`src/rtl/core/skt_pkg.sv`:
```
// Shared constants and controller/datapath interface types for the sorted key table.
package skt_pkg;

  // Default geometry.
  localparam int TABLE_DEPTH_DEF = 256;
  localparam int KEY_CHARS_DEF   = 8;

  // Fixed port widths.
  localparam int SLOT_W     = 8;
  localparam int COUNT_W    = 9;
  localparam int KEY_PORT_W = 64;
  localparam int IDX_W      = 8;

  // Request type codes.
  localparam logic REQ_SEARCH = 1'b1;

  // Controller -> datapath commands.
  typedef struct packed {
    logic write;     // store entry_key at slot
    logic start;     // latch search key, init bounds
    logic rd;        // issue a table read at the next probe address
    logic step;      // narrow the bounds from the current compare
    logic hit;       // capture the matching entry
    logic load_out;  // move the search result into the output register
  } cmd_t;

  // Datapath -> controller status.
  typedef struct packed {
    logic range_ok;  // low < high on the registered bounds
    logic eq;        // probed entry equals the key
    logic next_ok;   // low < high after this step
  } status_t;

endpackage

```
`src/rtl/core/skt_ctrl.sv`:
```
// Sequencing FSM for writes, search probes and result hand-off.
module skt_ctrl (
  input  logic             clk,
  input  logic             rst,
  input  logic             in_valid,
  input  logic             req_type,
  output logic             in_stall,
  output logic             out_valid,
  input  logic             out_stall,
  input  skt_pkg::status_t status,
  output skt_pkg::cmd_t    cmd
);

  typedef enum logic [3:0] {
    ST_IDLE   = 4'b0001,
    ST_PROBE  = 4'b0010,
    ST_CMP    = 4'b0100,
    ST_RESULT = 4'b1000
  } state_t;

  state_t state;
  state_t state_next;
  logic   out_valid_next;
  logic   out_free;

  assign in_stall = (state != ST_IDLE);
  assign out_free = !out_valid || !out_stall;

  always_comb begin
    cmd        = '0;
    state_next = state;
    case (state)
      ST_IDLE: begin
        if (in_valid) begin
          if (req_type == skt_pkg::REQ_SEARCH) begin
            cmd.start  = 1'b1;
            state_next = ST_PROBE;
          end else begin
            cmd.write = 1'b1;
          end
        end
      end
      ST_PROBE: begin
        if (status.range_ok) begin
          cmd.rd     = 1'b1;
          state_next = ST_CMP;
        end else begin
          state_next = ST_RESULT;
        end
      end
      ST_CMP: begin
        if (status.eq) begin
          cmd.hit    = 1'b1;
          state_next = ST_RESULT;
        end else begin
          cmd.step = 1'b1;
          if (status.next_ok) begin
            cmd.rd = 1'b1;
          end else begin
            state_next = ST_RESULT;
          end
        end
      end
      ST_RESULT: begin
        if (out_free) begin
          cmd.load_out = 1'b1;
          state_next   = ST_IDLE;
        end
      end
      default: begin
        state_next = ST_IDLE;
      end
    endcase
  end

  assign out_valid_next = cmd.load_out || (out_valid && out_stall);

  always_ff @(posedge clk) begin
    if (rst) begin
      state     <= ST_IDLE;
      out_valid <= 1'b0;
    end else begin
      state     <= state_next;
      out_valid <= out_valid_next;
    end
  end

endmodule
```
`config.mk`:
```
export PLATFORM = sky130hd
export DESIGN_NAME = skt_ctrl
export DESIGN_NICKNAME = d
export VERILOG_FILES = /design/src/rtl/core/skt_pkg.sv /design/src/rtl/core/skt_ctrl.sv
export SDC_FILE = /design/constraint.sdc
export NUM_CORES = 1
export LEC_CHECK = 0
export BUFFER_PORTS_ARGS = -buffer_cell sky130_fd_sc_hd__buf_2
export CAP_MARGIN = 30
export CORE_AREA = 4 4 41 43
export CTS_CLUSTER_DIAMETER = 80
export DETAILED_ROUTE_END_ITERATION = 10
export DIE_AREA = 0 0 45 47
export PLACE_DENSITY = 0.44
export SYNTH_ARGS = -nofsm -noshare
export SYNTH_HDL_FRONTEND = slang
export SYNTH_SLANG_ARGS = --single-unit
export TNS_END_PERCENT = 30
```
`constraint.sdc`:
```
create_clock -name clk -period 1.6 [get_ports clk]
set_input_delay 0.32 -clock clk [delete_from_list [all_inputs] [get_ports clk]]
set_output_delay 0.32 -clock clk [all_outputs]
set_load 0.01 [all_outputs]
```
==> run metrics <==
CORE AREA 1300 um^2; Pwr per Cell Area 642 nW/um^2; Layout Area Growth over Synthesis 76.4%; DR iter-0 viols 2; Cell Rows 13; worst relative slew slack 83.2%; Top FF cell, synth dfxtp_1; R2R setup slack 10 ps; reg-to-reg critical path endpoint state[3]$_SDFFE_PP0P_; Synth area leader dfxtp_1; Final setup viols 7; number of global-route vias before repair 350; reg2reg path depth 5; number of enable flip-flop cells after synthesis 0; critical-path cell with the highest stage delay or4b_4; Setup Crit Path Kind flip-flop to output pin; Peak VDD IR 486 uV; asr flop ratio synth 0%; final core occ 38.2%; register area share after synthesis 35.6%; synth unique cells 18; max cap viols 0; Via Count 355; Fin Clk Skew 1.81 ps; GRT overflow 0; Least-Margin Pin Slew 249 ps; Antenna Cells 0; DR WL/cell 11.2 um; Clock Sinks 5; GRT Resource Usage Total 8.68%; synth cell count leaders dfxtp_1, nand2_1, nor2_1; Die W 45 um; slowest stage delay, CP 530 ps; Final period util 114%; routability cong. 0.763; Combinational Power Share 13.6%; Power Internal 0.000243 W; Leak 0.238 nW; layout cells sized above 1 60.7%; die height 47 um; FF+latch count, synth 5; nets 70; status finished, violations left; Vias/cell 4.67; Hold Path Class primary input to flip-flop; syn nets 43; Worst Path Arrival 1500 ps; Detailed Place HPWL 620 um; Synth Area per Inst 8.04 um^2; post-synth top area share 35.6%; FF-to-FF Start state[1]$_SDFFE_PP0P_; cells after synthesis 35; Reg power frac 41.0%; Required @ worst endpoint 1280 ps; Max FO, Critical Path 4; Switching Power 0.0000756 W; H-tree depth 1; ranking of synthesized cells by area dfxtp_1, or4b_1, a21oi_1; Slew Limit Fails 0; Routed Antenna Nets 0; first-pass iteration count of the detailed router 4; largest net degree at the start of global routing 7; Min-Delay Startpoint rst; root buffer cell clkbuf_4; failing checks negative setup slack; Final Hold Viols 0; Worst Setup Slack, final -222 ps; Reg clk slew, reported paths 40 ps; Starting Density 21.6%; Clock Power Share 45.4%; CTS tree built; Tmin final 1820 ps; most numerous cell in the Yosys netlist dfxtp_1; Critical Path Start Type flip-flop; Sw Ratio 23.7%; Port Buf Inserts 15; maximum clock path buffer count 2; Fmax 549 MHz; crit path capture type output pin; worst-path cell chain or4b_4, or2_1, nand2_1, buf_2; initial antenna violation count 0; Worst-Skew Late Latency 240 ps; pre-CTS WS -8.37 ps; YS warnings 0; Remaining DRCs 0; Ports 16; final WL 848 um; Num CTS Buffers 3; first-pass GRT wire length 1300 um; post-synthesis instance area 282 um^2; hold path cells 2; Worst Hold End out_valid$_SDFF_PP0_; unrepaired setup endpoints after global routing yes; die area 2120 um^2
==> layout by cell type, fill, tap and decap left out, drive strengths merged, types with 2 or more instances in the layout <==
master	n
or4b	3
buf	22
a21oi	3
clkbuf	4
nand2	4
inv	2
nor3b	2
dfxtp	5
a31oi	2
nor2	4
==> power by group through the flow <==
stage / Sequential (W) / Combinational (W) / Clock [W]
2_1_floorplan: 0.000132 / 0.0000162 / 0
3_3_place_gp: 0.000132 / 0.0000394 / 0
3_5_place_dp: 0.000132 / 0.0000395 / 0
4_1_cts: 0.000130 / 0.0000425 / 0.000150
5_1_grt: 0.000131 / 0.0000476 / 0.000162
6_report: 0.000131 / 0.0000433 / 0.000145
==> per-layer routing <==
metal	track usage [%]	vias to the layer above	part of all wire, %
met5	0	-	0
met4	3.51	0	0.94
met3	4.60	2	9.6
met2	14.7	14	47
met1	9.05	157	42
li1	-	182	-
==> how the worst max path moves through the flow <==
stage / start / end / slack (ps)
after floorplan: state[1]$_SDFFE_PP0P_ / cmd[5] / 50
after global placement: state[0]$_SDFFE_PP1P_ / cmd[3] / -20
after detailed placement: state[0]$_SDFFE_PP1P_ / cmd[3] / -8
after CTS: state[3]$_SDFFE_PP0P_ / cmd[3] / -240
after global routing: state[3]$_SDFFE_PP0P_ / cmd[3] / -270
final: state[3]$_SDFFE_PP0P_ / cmd[3] / -220
==> critical path, delay by kind of cell, from the launching register on <==
family                 cells  cell delay, ps
buffers and inverters      1             120
AND/OR/NAND/NOR            3             810
flip-flops                 1             330
==> metrics by stage <==
stage	power [W]	hold WS (ps)	instance area, um^2	std cells	TNS (ps)
3_3_place_gp	0.000172	516	418	70	-23.3
2_1_floorplan	0.000148	389	287	35	0
5_1_grt	0.000340	343	497	76	-1430
3_5_place_dp	0.000172	505	418	70	-8.37
4_1_cts	0.000323	332	489	76	-1050
6_report	0.000319	348	497	76	-1000
==> sequential cells by signal, summed over array words and instances, names as in the netlist <==
name	flops
out_valid	1
state	4
==> cells by family (layout without fill, tap and decap cells) <==
logic type             Yosys count  in the layout  synth area share (%)
AOI/OAI and AO/OA                7              7                  14.7
buffers and inverters            2             28                  2.67
DFF                              5              5                  35.6
and+or+nand+nor                 21             21                  47.1
==> layout make-up <==
class / count / area, um^2
inverters: 2 / 7.51
clock buffers: 4 / 26.3
multi-input cells: 28 / 209
fillers: 148 / 805
well taps: 15 / 18.8
repair buffers: 22 / 131
flip-flops and latches: 5 / 104
==> timing repair <==
item                                    CTS  global route
setup buffers                             2             0
endpoints found under the hold margin     0             0
endpoints found under the setup margin    7             8
pin swaps                                 5             0
hold buffers                              0             0
gates resized for setup                   9             2
Note: power is estimated with default switching activity, not from simulation.
